### src/rtl/line_follower_steering_mixer_defines.svh
// assertion macros for the line follower steering mixer
// included by the rtl files that carry assertions, no other dependencies
`ifndef LINE_FOLLOWER_STEERING_MIXER_DEFINES_SVH
`define LINE_FOLLOWER_STEERING_MIXER_DEFINES_SVH
`ifndef SYNTHESIS
`define LFSM_ASSERT_IMP(name, clk, rst_n, ante, cons) \
  name: assert property (@(posedge clk) disable iff (!rst_n) (ante) |-> (cons)) \
    else $error("assertion failed");
`define LFSM_ASSERT_NXT(name, clk, rst_n, ante, cons) \
  name: assert property (@(posedge clk) disable iff (!rst_n) (ante) |=> (cons)) \
    else $error("assertion failed");
`else
`define LFSM_ASSERT_IMP(name, clk, rst_n, ante, cons)
`define LFSM_ASSERT_NXT(name, clk, rst_n, ante, cons)
`endif
`endif

### src/rtl/lfsm_pkg.sv
// shared widths, request codes, constants and divider interface types
// no dependencies
package lfsm_pkg;

  localparam int SAMPLE_W = 12;
  localparam int DUTY_W   = 8;
  localparam int QUO_W    = 8;
  localparam int NUM_W    = SAMPLE_W + QUO_W;
  localparam int CNT_W    = $clog2(QUO_W);
  localparam int REQ_W    = 2;

  localparam logic [REQ_W-1:0] REQ_CAL_START  = 2'd0;
  localparam logic [REQ_W-1:0] REQ_CAL_SAMPLE = 2'd1;
  localparam logic [REQ_W-1:0] REQ_DRIVE      = 2'd2;

  localparam logic [SAMPLE_W-1:0] SAMPLE_MAX      = 12'd4095;
  localparam logic [DUTY_W-1:0]   DUTY_MAX        = 8'd255;
  localparam logic [DUTY_W:0]     SPEED_MID       = 9'd128;
  localparam logic [DUTY_W-1:0]   INNER_SCALE_NUM = 8'd180;
  localparam logic [SAMPLE_W-1:0] INNER_SCALE_DEN = 12'd255;

  typedef struct packed {
    logic                start;
    logic [NUM_W-1:0]    num;
    logic [SAMPLE_W-1:0] den;
  } div_req_t;

  typedef struct packed {
    logic             busy;
    logic             done;
    logic [QUO_W-1:0] quo;
  } div_rsp_t;

endpackage

### src/rtl/lfsm_div.sv
// shared restoring divider, one quotient bit per cycle
// needs lfsm_pkg; quotient must fit QUO_W bits (num < den << QUO_W)
module lfsm_div (
  input  logic               clk,
  input  logic               rst_n,
  input  lfsm_pkg::div_req_t req,
  output lfsm_pkg::div_rsp_t rsp
);

  logic [lfsm_pkg::NUM_W-1:0]    rem_r;
  logic [lfsm_pkg::SAMPLE_W-1:0] den_r;
  logic [lfsm_pkg::CNT_W-1:0]    cnt_r;
  logic [lfsm_pkg::QUO_W-1:0]    quo_r;
  logic                          busy_r;
  logic                          done_r;

  logic [lfsm_pkg::NUM_W-1:0] shifted;
  logic                       ge;

  assign shifted = {{(lfsm_pkg::NUM_W-lfsm_pkg::SAMPLE_W){1'b0}}, den_r} << cnt_r;
  assign ge      = (rem_r >= shifted);

  always_ff @(posedge clk) begin
    if (!rst_n) begin
      busy_r <= 1'b0;
      done_r <= 1'b0;
    end else begin
      done_r <= busy_r && (cnt_r == '0);
      if (req.start) begin
        busy_r <= 1'b1;
      end else if (busy_r && (cnt_r == '0)) begin
        busy_r <= 1'b0;
      end
    end
  end

  always_ff @(posedge clk) begin
    if (req.start) begin
      rem_r <= req.num;
      den_r <= req.den;
      cnt_r <= lfsm_pkg::CNT_W'(lfsm_pkg::QUO_W - 1);
      quo_r <= '0;
    end else if (busy_r) begin
      rem_r <= ge ? (rem_r - shifted) : rem_r;
      quo_r <= {quo_r[lfsm_pkg::QUO_W-2:0], ge};
      cnt_r <= cnt_r - 1'b1;
    end
  end

  assign rsp.busy = busy_r;
  assign rsp.done = done_r;
  assign rsp.quo  = quo_r;

endmodule

### src/rtl/line_follower_steering_mixer.sv
// top level: calibration store, sequencer and output register of the steering mixer
// needs lfsm_pkg, lfsm_div and line_follower_steering_mixer_defines.svh
//
//   channel | ports                                              | direction
//   in      | in_valid, in_stall, in_req_type, in_*_sample       | item in
//   out     | out_valid, out_stall, out_*_duty, out_range_fault  | item out
//
// a calibration or unused-code item goes from idle straight to the done state; a drive item also
// normalises both samples, then mixes; its time is set by the shared divider, up to three divisions
// in_stall is high while an item is in work; a stalled result holds the next item at its last step
// rst_n is synchronous; stored extremes reset to min 0 and max 4095
`include "line_follower_steering_mixer_defines.svh"

module line_follower_steering_mixer (
  input  logic                          clk,
  input  logic                          rst_n,
  input  logic                          in_valid,
  output logic                          in_stall,
  input  logic [lfsm_pkg::REQ_W-1:0]    in_req_type,
  input  logic [lfsm_pkg::SAMPLE_W-1:0] in_left_sample,
  input  logic [lfsm_pkg::SAMPLE_W-1:0] in_right_sample,
  output logic                          out_valid,
  input  logic                          out_stall,
  output logic [lfsm_pkg::DUTY_W-1:0]   out_left_fwd_duty,
  output logic [lfsm_pkg::DUTY_W-1:0]   out_left_rev_duty,
  output logic [lfsm_pkg::DUTY_W-1:0]   out_right_fwd_duty,
  output logic [lfsm_pkg::DUTY_W-1:0]   out_right_rev_duty,
  output logic                          out_range_fault
);

  typedef enum logic [8:0] {
    S_IDLE   = 9'b000000001,
    S_NORM_R = 9'b000000010,
    S_WAIT_R = 9'b000000100,
    S_NORM_L = 9'b000001000,
    S_WAIT_L = 9'b000010000,
    S_MIX    = 9'b000100000,
    S_INNER  = 9'b001000000,
    S_WAIT_S = 9'b010000000,
    S_DONE   = 9'b100000000
  } state_t;

  localparam int SW = lfsm_pkg::SAMPLE_W;
  localparam int DW = lfsm_pkg::DUTY_W;

  state_t state_r, state_nxt;

  logic [SW-1:0] left_min_r, left_max_r, right_min_r, right_max_r;
  logic [SW-1:0] left_min_nxt, left_max_nxt, right_min_nxt, right_max_nxt;
  logic [SW-1:0] ls_r, rs_r, ls_nxt, rs_nxt;
  logic [DW-1:0] nr_r, nl_r, nr_nxt, nl_nxt;
  logic          fault_r, fault_nxt;
  logic          drive_r, drive_nxt;
  logic          r_outer_r, r_outer_nxt;
  logic [DW-1:0] mag_r, mag_nxt;
  logic [DW-1:0] outer_r, outer_nxt;
  logic [DW-1:0] inner_fwd_r, inner_fwd_nxt;
  logic [DW-1:0] inner_rev_r, inner_rev_nxt;

  logic          out_valid_r, out_valid_nxt;
  logic [DW-1:0] out_lf_r, out_lr_r, out_rf_r, out_rr_r;
  logic [DW-1:0] out_lf_nxt, out_lr_nxt, out_rf_nxt, out_rr_nxt;
  logic          out_fault_r, out_fault_nxt;

  lfsm_pkg::div_req_t div_req;
  lfsm_pkg::div_rsp_t div_rsp;

  logic [SW-1:0]               sel_s, sel_lo, sel_hi, diff, span;
  logic [DW+1:0]               three_mag;
  logic [DW:0]                 half;
  logic [DW-1:0]               neg_t;
  logic                        out_free;
  logic                        accept;

  lfsm_div u_div (
    .clk   (clk),
    .rst_n (rst_n),
    .req   (div_req),
    .rsp   (div_rsp)
  );

  assign in_stall = (state_r != S_IDLE);
  assign accept   = in_valid && !in_stall;
  assign out_free = !out_valid_r || !out_stall;

  assign sel_s  = (state_r == S_NORM_R) ? rs_r : ls_r;
  assign sel_lo = (state_r == S_NORM_R) ? right_min_r : left_min_r;
  assign sel_hi = (state_r == S_NORM_R) ? right_max_r : left_max_r;
  assign diff   = sel_s - sel_lo;
  assign span   = sel_hi - sel_lo;

  assign three_mag = {2'b00, mag_r} + {1'b0, mag_r, 1'b0};
  assign half      = three_mag[DW+1:1];
  assign neg_t     = DW'(half - lfsm_pkg::SPEED_MID);

  always_comb begin
    state_nxt     = state_r;
    left_min_nxt  = left_min_r;
    left_max_nxt  = left_max_r;
    right_min_nxt = right_min_r;
    right_max_nxt = right_max_r;
    ls_nxt        = ls_r;
    rs_nxt        = rs_r;
    nr_nxt        = nr_r;
    nl_nxt        = nl_r;
    fault_nxt     = fault_r;
    drive_nxt     = drive_r;
    r_outer_nxt   = r_outer_r;
    mag_nxt       = mag_r;
    outer_nxt     = outer_r;
    inner_fwd_nxt = inner_fwd_r;
    inner_rev_nxt = inner_rev_r;
    out_valid_nxt = out_valid_r && out_stall;
    out_lf_nxt    = out_lf_r;
    out_lr_nxt    = out_lr_r;
    out_rf_nxt    = out_rf_r;
    out_rr_nxt    = out_rr_r;
    out_fault_nxt = out_fault_r;
    div_req.start = 1'b0;
    div_req.num   = {diff, {DW{1'b0}}} - {{DW{1'b0}}, diff};
    div_req.den   = span;

    case (state_r)
      S_IDLE: begin
        if (accept) begin
          ls_nxt    = in_left_sample;
          rs_nxt    = in_right_sample;
          fault_nxt = 1'b0;
          drive_nxt = 1'b0;
          state_nxt = S_DONE;
          case (in_req_type)
            lfsm_pkg::REQ_CAL_START: begin
              left_max_nxt  = '0;
              left_min_nxt  = lfsm_pkg::SAMPLE_MAX;
              right_max_nxt = '0;
              right_min_nxt = lfsm_pkg::SAMPLE_MAX;
            end
            lfsm_pkg::REQ_CAL_SAMPLE: begin
              if (in_left_sample < left_min_r) left_min_nxt = in_left_sample;
              if (in_left_sample > left_max_r) left_max_nxt = in_left_sample;
              if (in_right_sample < right_min_r) right_min_nxt = in_right_sample;
              if (in_right_sample > right_max_r) right_max_nxt = in_right_sample;
            end
            lfsm_pkg::REQ_DRIVE: begin
              drive_nxt = 1'b1;
              state_nxt = S_NORM_R;
            end
            default: begin
            end
          endcase
        end
      end
      S_NORM_R, S_NORM_L: begin
        if (sel_hi <= sel_lo) begin
          fault_nxt = 1'b1;
          if (state_r == S_NORM_R) nr_nxt = '0;
          else nl_nxt = '0;
          state_nxt = (state_r == S_NORM_R) ? S_NORM_L : S_MIX;
        end else if (sel_s <= sel_lo) begin
          if (state_r == S_NORM_R) nr_nxt = '0;
          else nl_nxt = '0;
          state_nxt = (state_r == S_NORM_R) ? S_NORM_L : S_MIX;
        end else if (sel_s >= sel_hi) begin
          if (state_r == S_NORM_R) nr_nxt = lfsm_pkg::DUTY_MAX;
          else nl_nxt = lfsm_pkg::DUTY_MAX;
          state_nxt = (state_r == S_NORM_R) ? S_NORM_L : S_MIX;
        end else begin
          div_req.start = 1'b1;
          state_nxt = (state_r == S_NORM_R) ? S_WAIT_R : S_WAIT_L;
        end
      end
      S_WAIT_R: begin
        if (div_rsp.done) begin
          nr_nxt    = div_rsp.quo;
          state_nxt = S_NORM_L;
        end
      end
      S_WAIT_L: begin
        if (div_rsp.done) begin
          nl_nxt    = div_rsp.quo;
          state_nxt = S_MIX;
        end
      end
      S_MIX: begin
        r_outer_nxt = (nr_r > nl_r);
        mag_nxt     = (nr_r > nl_r) ? (nr_r - nl_r) : (nl_r - nr_r);
        outer_nxt   = DW'(lfsm_pkg::SPEED_MID + {2'b00, mag_nxt[DW-1:1]});
        state_nxt   = S_INNER;
      end
      S_INNER: begin
        if (half <= lfsm_pkg::SPEED_MID) begin
          inner_fwd_nxt = DW'(lfsm_pkg::SPEED_MID - half);
          inner_rev_nxt = '0;
          state_nxt     = S_DONE;
        end else begin
          div_req.start = 1'b1;
          div_req.num   = lfsm_pkg::NUM_W'({{DW{1'b0}}, neg_t} *
                                           {{DW{1'b0}}, lfsm_pkg::INNER_SCALE_NUM});
          div_req.den   = lfsm_pkg::INNER_SCALE_DEN;
          state_nxt     = S_WAIT_S;
        end
      end
      S_WAIT_S: begin
        if (div_rsp.done) begin
          inner_fwd_nxt = '0;
          inner_rev_nxt = div_rsp.quo;
          state_nxt     = S_DONE;
        end
      end
      S_DONE: begin
        if (out_free) begin
          out_valid_nxt = 1'b1;
          state_nxt     = S_IDLE;
          if (drive_r) begin
            out_lf_nxt    = r_outer_r ? inner_fwd_r : outer_r;
            out_lr_nxt    = r_outer_r ? inner_rev_r : '0;
            out_rf_nxt    = r_outer_r ? outer_r : inner_fwd_r;
            out_rr_nxt    = r_outer_r ? '0 : inner_rev_r;
            out_fault_nxt = fault_r;
          end else begin
            out_lf_nxt    = '0;
            out_lr_nxt    = '0;
            out_rf_nxt    = '0;
            out_rr_nxt    = '0;
            out_fault_nxt = 1'b0;
          end
        end
      end
      default: begin
        state_nxt = S_IDLE;
      end
    endcase
  end

  always_ff @(posedge clk) begin
    if (!rst_n) begin
      state_r     <= S_IDLE;
      out_valid_r <= 1'b0;
      left_min_r  <= '0;
      left_max_r  <= lfsm_pkg::SAMPLE_MAX;
      right_min_r <= '0;
      right_max_r <= lfsm_pkg::SAMPLE_MAX;
    end else begin
      state_r     <= state_nxt;
      out_valid_r <= out_valid_nxt;
      left_min_r  <= left_min_nxt;
      left_max_r  <= left_max_nxt;
      right_min_r <= right_min_nxt;
      right_max_r <= right_max_nxt;
    end
  end

  always_ff @(posedge clk) begin
    ls_r        <= ls_nxt;
    rs_r        <= rs_nxt;
    nr_r        <= nr_nxt;
    nl_r        <= nl_nxt;
    fault_r     <= fault_nxt;
    drive_r     <= drive_nxt;
    r_outer_r   <= r_outer_nxt;
    mag_r       <= mag_nxt;
    outer_r     <= outer_nxt;
    inner_fwd_r <= inner_fwd_nxt;
    inner_rev_r <= inner_rev_nxt;
    out_lf_r    <= out_lf_nxt;
    out_lr_r    <= out_lr_nxt;
    out_rf_r    <= out_rf_nxt;
    out_rr_r    <= out_rr_nxt;
    out_fault_r <= out_fault_nxt;
  end

  assign out_valid          = out_valid_r;
  assign out_left_fwd_duty  = out_lf_r;
  assign out_left_rev_duty  = out_lr_r;
  assign out_right_fwd_duty = out_rf_r;
  assign out_right_rev_duty = out_rr_r;
  assign out_range_fault    = out_fault_r;

  `LFSM_ASSERT_IMP(a_start_when_free, clk, rst_n, div_req.start, !div_rsp.busy)
  `LFSM_ASSERT_IMP(a_done_while_waiting, clk, rst_n, div_rsp.done,
    (state_r == S_WAIT_R) || (state_r == S_WAIT_L) || (state_r == S_WAIT_S))
  `LFSM_ASSERT_NXT(a_accept_leaves_idle, clk, rst_n, accept, state_r != S_IDLE)
  `LFSM_ASSERT_IMP(a_one_direction, clk, rst_n, out_valid_r,
    ((out_lf_r == '0) || (out_lr_r == '0)) && ((out_rf_r == '0) || (out_rr_r == '0)))

endmodule

### config.mk
export PLATFORM = sky130hd
export DESIGN_NAME = line_follower_steering_mixer
export DESIGN_NICKNAME = d
export VERILOG_FILES = /design/src/rtl/lfsm_pkg.sv /design/src/rtl/lfsm_div.sv /design/src/rtl/line_follower_steering_mixer.sv
export VERILOG_INCLUDE_DIRS = /design/src /design/src/rtl
export SDC_FILE = /design/constraint.sdc
export NUM_CORES = 1
export LEC_CHECK = 0
export ABC_CLOCK_PERIOD_IN_PS = 7000
export BUFFER_PORTS_ARGS = -buffer_cell sky130_fd_sc_hd__buf_2
export CORE_ASPECT_RATIO = 0.75
export CORE_MARGIN = 1.5
export CORE_UTILIZATION = 63
export DETAILED_ROUTE_END_ITERATION = 10
export HOLD_SLACK_MARGIN = 0.06
export PLACE_DENSITY_LB_ADDON = 0.12
export SYNTH_ARGS = -nofsm -noshare
export SYNTH_HDL_FRONTEND = slang
export SYNTH_SLANG_ARGS = --single-unit
### constraint.sdc
create_clock -name clk -period 7 [get_ports clk]
set_input_delay 1.4 -clock clk [delete_from_list [all_inputs] [get_ports clk]]
set_output_delay 1.4 -clock clk [all_outputs]
set_load 0.02 [all_outputs]
After elaboration in Yosys (flattened, before gate mapping)
Cells that the tools add are included.
- multiply operators: 1
- add/sub/neg operators: 11
- shift operators: 1
- multiplexer cells: 62
- bitwise gates (word level): 1
- reductions and logical operators: 32
- eq/ne operators: 26
- order comparisons: 10
- operators with widths (cell ; number):
    $mux W8 ; 17
    $pmux W12 S2 ; 4
    $mux W12 ; 7
    $mux W9 ; 9
    $pmux W9 S8 ; 1
    $pmux W8 S2 ; 4
    $mux W20 ; 3
    $mux W33 ; 1
    $mux W32 ; 1
    $gt A12 B12 Y1 ; 2
    $le A12 B12 Y1 ; 2
    $lt A12 B12 Y1 ; 2
    $reduce_and A4 Y1 ; 6
    $sub A12 B12 Y12 ; 2
    $ge A20 B20 Y1 ; 1
    $shl A12 B3 Y20 ; 1
    $sub A20 B12 Y20 ; 1
    $sub A20 B20 Y20 ; 1
    $ne A2 B2 Y1 const B ; 8
    $reduce_bool A2 Y1 ; 8
    $sub A8 B8 Y8 ; 2
    $mul A8 B6 Y14 const B ; 1
    $ge A12 B12 Y1 ; 1
    $mux W6 ; 2
    other kinds (34) ; 57
- register bits after elaboration: 211
- output and inout bits: 35

Depth between registers and ports, before layout
Gate-level depths: netlist of run 1.
- depth after elaboration: 9
- gate-level depth with buffers: 25

Modules after synthesis
A second synthesis of run 1 with hierarchy kept.
- cell total of the unflattened synthesis: 1635
- area total of the unflattened synthesis: 15087.0 µm²
- modules (own cells, without submodules) (module ; cells an instance ; area each (µm²) ; instances):
    line_follower_steering_mixer ; 1290 ; 11761.3 ; 1
    lfsm_div ; 345 ; 3325.7 ; 1

Worst setup path before layout of run 1
Ideal clock, no wire load.
- path type: reg-to-reg
- start point: reg state_r[5]
- end point: reg u_div.rem_r[18] (netlist name), data pin
- stages on the path, launching flop included: 23
- arrival: 5.654 ns
- library setup time: 0.267 ns
- slack: 1.079 ns
- clock period less this slack: 5.921 ns
- data required time: 6.733 ns
- cell sequence: dfxtp_1 or3_1 buf_2 nor3_4 buf_6 buf_2 clkbuf_1 clkbuf_1 mux2i_1 ha_1 o21a_1 nor2_1 a311oi_1 nand3_1 a221oi_1 xor2_1 inv_1 ha_1 a31oi_1 a2111oi_4 nor4_1 nor4_1 o21ai_1
- longest elaborated chain between the ends: 8
- elaborated cells on any way between the ends: 19
- classes of those cells: add/sub (2); order compare (3); eq/ne (3); mux (10); reduce/logical (1)
- RTL lines (what ; RTL line ; source):
    from (decl) ; line_follower_steering_mixer.sv:46 ; state_t state_r, state_nxt;
    from (signal assigned) ; line_follower_steering_mixer.sv:244 ; state_r <= state_nxt;
    branches (longest 7 deep; another with $sub A20 B12 Y20) ; n/a ;
    $mux W20 (*) ; lfsm_div.sv:38 ; if (req.start) begin
    to (signal assigned) ; lfsm_div.sv:39 ; rem_r <= req.num;
    to (signal assigned) ; lfsm_div.sv:44 ; rem_r <= ge ? (rem_r - shifted) : rem_r;
    to (decl) ; lfsm_div.sv:10 ; logic [lfsm_pkg::NUM_W-1:0] rem_r;
Mark *: on every way between the ends.
A chain may end at the register's enable or synchronous reset.

Worst setup path after layout of run 1
- start point: reg state_r[1]
- end point: reg u_div.rem_r[18] (netlist name), data pin
Same word-level chain as after synthesis.

==> results of run 1 <==
==> registers in the layout (all words and copies together), names as in the netlist, 9 cells and up <==
register and flops:
ls_r 12, u_div.rem_r 20, right_min_r 12, left_min_r 12, state_r 9, rs_r 12
right_max_r 12, left_max_r 12, u_div.den_r 12
==> power by group through the flow <==
stage / sequential (mW) / clock, mW / combinational, mW
global route: 1.56 / 1.17 / 2.20
floorplan: 1.51 / 0 / 1.52
CTS: 1.55 / 1.13 / 1.96
global placement: 1.57 / 0 / 1.90
finish: 1.55 / 1.12 / 2.00
detailed placement: 1.57 / 0 / 1.94
==> critical path: cells and delay by family (launching register included) <==
kind,cells,cell delay [ps]
AO/OA/AOI/OAI,6,2220
XOR/XNOR,1,350
adder cells (fa/ha/maj),2,870
buffers and inverters,1,150
flip-flops,1,470
multiplexers,1,210
AND/OR/NAND/NOR,6,1660
==> kinds of logic after synthesis <==
group           after synthesis
fa+ha+maj                   169
flops                       203
compound gates              397
simple gates                479
xor+xnor                     81
mux                          76
buf+inv                     224
==> placed cells by master (no fill, tap or decap), types with 6 or more instances in the layout <==
cell type	netlist	final
nor2_1	85	85
a21boi_0	6	6
xor2_1	34	34
or2_2	7	7
o221a_2	26	26
a221oi_1	6	6
mux2_2	7	7
nand3_1	20	19
buf_4	1	16
mux2i_1	67	67
nand2b_1	27	27
nor4_1	8	8
fa_1	16	16
and3_1	16	16
a21o_1	40	40
nand2_1	155	155
or3_1	13	13
nor3_1	25	24
ha_1	148	148
a211oi_1	13	13
o21bai_1	9	9
o31ai_1	10	10
nor2b_1	43	43
clkbuf_1	46	7
inv_1	158	158
and2_1	28	28
edfxtp_1	132	132
nand4_1	23	23
clkbuf_16	0	23
a22oi_1	6	6
xnor2_1	47	47
nand3b_1	6	6
o211ai_1	36	36
o21ai_0	60	60
a31oi_1	12	12
buf_2	9	64
o21a_1	10	10
a21oi_1	103	102
dfxtp_1	71	71
==> metrics by stage <==
| step | setup slack [ps] | hold slack [ps] | instances |
|---|---|---|---|
| 3_5_place_dp | 963.8 | 493.3 | 1951 |
| 5_1_grt | 447.2 | 524.7 | 1992 |
| 4_1_cts | 941.3 | 501.9 | 1991 |
| 6_report | 801.5 | 503.2 | 1993 |
| 2_1_floorplan | 1079 | 474.4 | 1629 |
| 3_3_place_gp | 1149 | 486.7 | 1951 |
==> per-layer routing <==
| metal | vias up | track usage [%] | part of all wire [%] |
|---|---|---|---|
| met3 | 58 | 4.996 | 9.2 |
| met5 | - | 0 | 0.030 |
| li1 | 5985 | - | - |
| met1 | 5904 | 48.16 | 47 |
| met2 | 558 | 47.90 | 43 |
| met4 | 2 | 7.071 | 1.7 |
==> worst max-delay path by stage <==
stage          startpoint               to  slack [ps]
2_1_floorplan  state_r[5]  u_div.rem_r[18]        1080
3_3_place_gp   state_r[5]  u_div.rem_r[18]        1150
3_5_place_dp   state_r[5]  u_div.rem_r[18]         960
4_1_cts        state_r[5]  u_div.rem_r[18]         940
5_1_grt        state_r[5]  u_div.rem_r[18]         450
6_report       state_r[1]  u_div.rem_r[18]         800
==> layout make-up <==
| type | instances | area (um2) |
|---|---|---|
| antenna | 2 | 5.005 |
| clock buffer | 32 | 629.4 |
| clock inverter | 8 | 50.05 |
| fill | 1858 | 7333 |
| inverter | 160 | 600.6 |
| multi-input combinational | 1202 | 9022 |
| sequential | 203 | 5385 |
| tap | 306 | 382.9 |
| timing repair buffer | 80 | 440.4 |
==> impl_metrics.yaml, run 1 <==
run_status:
  status: "complete, no violations"
pwr:
  p_leak_nw: 7.272
  seq_power_share_pct: 33.2
  swShare_pct: 38.91
  peakVddDrop_mv: 0.2355
  p_sw_mw: 1.819
  cellInternalPower_mw: 2.856
  comb_power_share_pct: 42.8
  fin_total_pwr_mw: 4.675
  power.density_nw_per_um2: 283.0
  clockPowerShare_pct: 24.0
sta:
  drv_slew: 0
  relSlewSlack_pct: 26.10
  worst_pin_slew_ps: 1107
  finalCritPeriodShare_pct: 88.55
  rsz0062_at_grt: "false"
  tns_ps: 0
  period_minus_slack_ps: 6199
  setup_viol: 0
  finalHoldViolCount: 0
  fin_skew_ps: 14.51
  fmax_mhz: 161.3
global_routing:
  grt_antenna_before_repair: 3
  grt_pass1_vias: 11470
  gr-total-overflow: 0
  grt_max_degree: 61
  grt_usage_pct: 31.89
  grt_pass1_wl_um: 62700
route:
  ant_nets: 0
  wl_per_cell_um: 19.92
  dr_total_vias: 12510
  drc_errors: 0
  firstDrtPassIters: 5
  postRouteWirelength_um: 39700
  drt_iter0_drc: 1319
  via_per_inst: 6.275
yosys:
  synth_area_um2: 15240
  synth_edf_count: 132
  synthTopCellsByCount: "inv_1 (158), nand2_1 (155), ha_1 (148)"
  yosysMostFrequentCell: "inv_1"
  synth_xor_area_share_pct: 4.654
  avgSynthCellArea_um2: 9.358
  synthArstFlopShare_pct: 0
  seq_area_frac_synth_pct: 35.33
  synthCells: 1629
  muxShareOfSynthArea_pct: 5.212
  synth-compound-area-share_pct: 18.44
  synth_flop_cell: "edfxtp_1"
  yosysTopAreaCell: "edfxtp_1"
  yosysTopAreaCellShare_pct: 26.00
  synth_fa_ha_area_share_pct: 14.58
  synth-simple-area-share_pct: 16.13
  yosys_warnings: 0
  synthTopCellsByArea: "edfxtp_1 (26%), ha_1 (12%), dfxtp_1 (9.3%)"
  synth_top_family_by_area: "compound AO/OA/AOI/OAI gates"
  ys_types: 87
  synth_seq_cells: 203
  synth_nets: 1823
job:
  max_cap_viol_count: 0
worst_setup_path:
  cp_data_required_time_ps: 7260
  crit_type: "register to register"
  cp_slowest_cell: "a221oi_1"
  reg2reg_depth: 17
  crit_chain: "or3b_1, nor3_4, mux2i_1, ha_1, o21a_1, nor2_1, a311oi_1, nand3_1, a221oi_1, xor2_1, inv_1, ha_1, a31oi_1, a2111oi_4, nor4_1, nor4_1, o21ai_1"
  crit_path_end_kind: "register"
  rr_startpoint: "state_r[1]"
  rr_endpoint: "u_div.rem_r[18]"
  cp.arrival_ps: 6460
  cpPeakStageDelay_ps: 680
  path_max_fanout: 12
  startpoint_type: "register"
  regToRegSetupSlack_ps: 800
finish:
  final_util_pct: 69.25
  drive_gt1_share_pct: 10.80
  finalNetCount: 1863
  layout-area-overhead-vs-synth_pct: 8.347
  final_area_um2: 16520
clock_network:
  post_cts_resized: 0
  cts_setup_buffers: 0
  cts_buffer_depth: 3
  clk_pin_slew_worst_paths_ps: 70
  clock_sinks: 203
  ctsHoldBuffers: 0
  cts_tree: "yes"
  worst_skew_pair.late_latency_ps: 530
  root_buffer: "clkbuf_16"
  htree_levels: 1
  cts_buffers: 22
placement:
  place_congestion: 0.9430
  place_hpwl_um: 30400
  io_buffers: 64
  placed_area_um2: 15830
floorplan:
  fp.dieH_um: 137.7
  num_rows: 49
  start_util_pct: 63.92
  die_w_um: 182.6
  core_area_um2: 23850
  num_io_pins: 65
  die-area_um2: 25150
worst_hold_path:
  hp-class: "register to register"
  whs_path_depth: 2
  hold_end: "left_max_r[8]"
  worstHoldStart: "left_max_r[8]"
No activity file was read; power rests on OpenSTA's default activity.
==> inputs of run 2 (changes only) <==
--- a/config.mk
+++ b/config.mk
@@ -11,6 +11,7 @@
 export CORE_ASPECT_RATIO = 0.75
 export CORE_MARGIN = 1.5
 export CORE_UTILIZATION = 63
+export CTS_BUF_LIST = sky130_fd_sc_hd__clkbuf_8 sky130_fd_sc_hd__clkbuf_16
 export DETAILED_ROUTE_END_ITERATION = 10
 export HOLD_SLACK_MARGIN = 0.06
 export PLACE_DENSITY_LB_ADDON = 0.12
==> run 2 against run 1 <==
Compared with the run above: die area stayed put; sequential power is essentially flat; final area unchanged; critical path type unchanged; largest power group unchanged; highest routed layer unchanged.
==> impl_metrics.yaml, run 2 (same netlist as run 1, synthesis figures left out) <==
run_status:
  status: "complete, no violations"
placement:
  post-place-ws_ps: 963.8
  io_buffers: 64
  place_congestion: 0.9430
  placed_cells: 1951
  placed_area_um2: 15830
  place_hpwl_um: 30400
worst_setup_path:
  cp_num_buf_inv: 1
  startpoint_type: "register"
  path_max_fanout: 12
  crit_path_end_kind: "register"
  cp_slowest_cell: "a221oi_1"
  cpLargestDelayFamily: "compound AO/OA/AOI/OAI gates"
  cp.arrival_ps: 6450
  crit_chain: "or3_1, nor3_4, mux2i_1, ha_1, o21a_1, nor2_1, a311oi_1, nand3_1, a221oi_1, xor2_1, inv_1, ha_1, a31oi_1, a2111oi_4, nor4_1, nor4_1, o21ai_1"
  cpPeakStageDelay_ps: 680
  crit_path_start: "state_r[5]"
  cp_data_required_time_ps: 7260
  crit_type: "register to register"
  rr_startpoint: "state_r[5]"
finish:
  drive_gt1_share_pct: 10.80
  final_common_cell: "inv_1"
  final_area_um2: 16520
  final_util_pct: 69.25
  fin_cells: 1993
  finalNetCount: 1863
  largest_reg_flops: 20
  final_cell_mix: "inv_1 (165), nand2_1 (155), ha_1 (148)"
  layout-area-overhead-vs-synth_pct: 8.347
  regMostFlops: "u_div.rem_r"
worst_hold_path:
  hp-class: "register to register"
  worstHoldStart: "left_max_r[8]"
sta:
  whs_ps: 503.4
  finalCritPeriodShare_pct: 88.51
  worst_pin_slew_ps: 1125
  fmax_mhz: 161.4
  finalHoldViolCount: 0
  drv_slew: 0
  fin_skew_ps: 13.87
  period_minus_slack_ps: 6196
  rsz0062_at_grt: "false"
  tns_ps: 0
  setup_slack_ps: 804.0
  relSlewSlack_pct: 24.94
  setup_viol: 0
floorplan:
  die_w_um: 182.6
  die-area_um2: 25150
  start_util_pct: 63.92
  num_io_pins: 65
  core_area_um2: 23850
  num_rows: 49
  fp.dieH_um: 137.7
global_routing:
  grt_max_degree: 61
  grt_use_met3_pct: 4.996
  grt_antenna_before_repair: 3
  grt.met2_usage_pct: 47.90
  grt_pass1_wl_um: 62710
  grtUsageMet1_pct: 48.16
  gr-total-overflow: 0
  grt_usage_pct: 31.89
  top_usage_layer: "met1"
  grt_pass1_vias: 11470
clock_network:
  clk_pin_slew_worst_paths_ps: 60
  ctsHoldBuffers: 0
  htree_levels: 1
  post_cts_resized: 0
  clock_sinks: 203
  root_buffer: "clkbuf_16"
  cts_setup_buffers: 0
  worst_skew_pair.late_latency_ps: 520
  cts_buffers: 22
  cts_buffer_depth: 3
  cts_tree: "yes"
route:
  dr_total_vias: 12500
  drt_iter0_drc: 1278
  firstDrtPassIters: 7
  ant_nets: 0
  postRouteWirelength_um: 39720
  via_per_inst: 6.271
  drc_errors: 0
  wl_per_cell_um: 19.93
job:
  max_cap_viol_count: 0
pwr:
  seq_power_share_pct: 33.3
  comb_power_share_pct: 42.9
  fin_total_pwr_mw: 4.664
  power.density_nw_per_um2: 282.4
  swShare_pct: 38.99
  p_sw_mw: 1.818
  clockPowerShare_pct: 23.8
  peakVddDrop_mv: 0.2349
  cellInternalPower_mw: 2.845
  p_leak_nw: 7.301
[run 2: power groups by stage]
stage / clock network, mW / registers [mW] / logic, mW
finish: 1.11 / 1.55 / 2.00
global route: 1.17 / 1.56 / 2.20
CTS: 1.12 / 1.55 / 1.96
detailed placement: 0 / 1.57 / 1.94
global placement: 0 / 1.57 / 1.90
floorplan: 0 / 1.51 / 1.52
[run 2: area by class of cell]
| cell class | count | area [um2] |
|---|---|---|
| sequential | 203 | 5385 |
| multi-input combinational | 1202 | 9022 |
| timing repair buffer | 80 | 440.4 |
| clock inverter | 15 | 76.32 |
| inverter | 160 | 600.6 |
| antenna | 2 | 5.005 |
| tap | 306 | 382.9 |
| fill | 1858 | 7333 |
| clock buffer | 25 | 603.1 |
[run 2: path summary, 6_finish.rpt]
| check | endpoint | slack, ps | cells past startpoint |
|---|---|---|---|
| worst min-delay path | left_max_r[8] | 500 | 2 |
| worst max-delay path | u_div.rem_r[18] | 800 | 17 |
| worst min register to register | left_max_r[8] | 500 | 2 |
| worst max register to register | u_div.rem_r[18] | 800 | 17 |
[run 2: worst reg2reg max path, stage by stage (launching register included)]
cell,delay [ps]
dfxtp_1,340
or3_1,520
nor3_4,590
mux2i_1,220
ha_1,460
o21a_1,160
nor2_1,60
a311oi_1,500
nand3_1,180
a221oi_1,680
xor2_1,350
inv_1,150
ha_1,410
a31oi_1,190
a2111oi_4,600
nor4_1,120
nor4_1,320
o21ai_1,100
[run 2: routing by layer]
| metal | wire length [um] | vias to the layer above |
|---|---|---|
| li1 | - | 5982 |
| met1 | 18600 | 5887 |
| met2 | 16910 | 568 |
| met3 | 3563 | 60 |
| met4 | 627 | 2 |
| met5 | 12 | - |
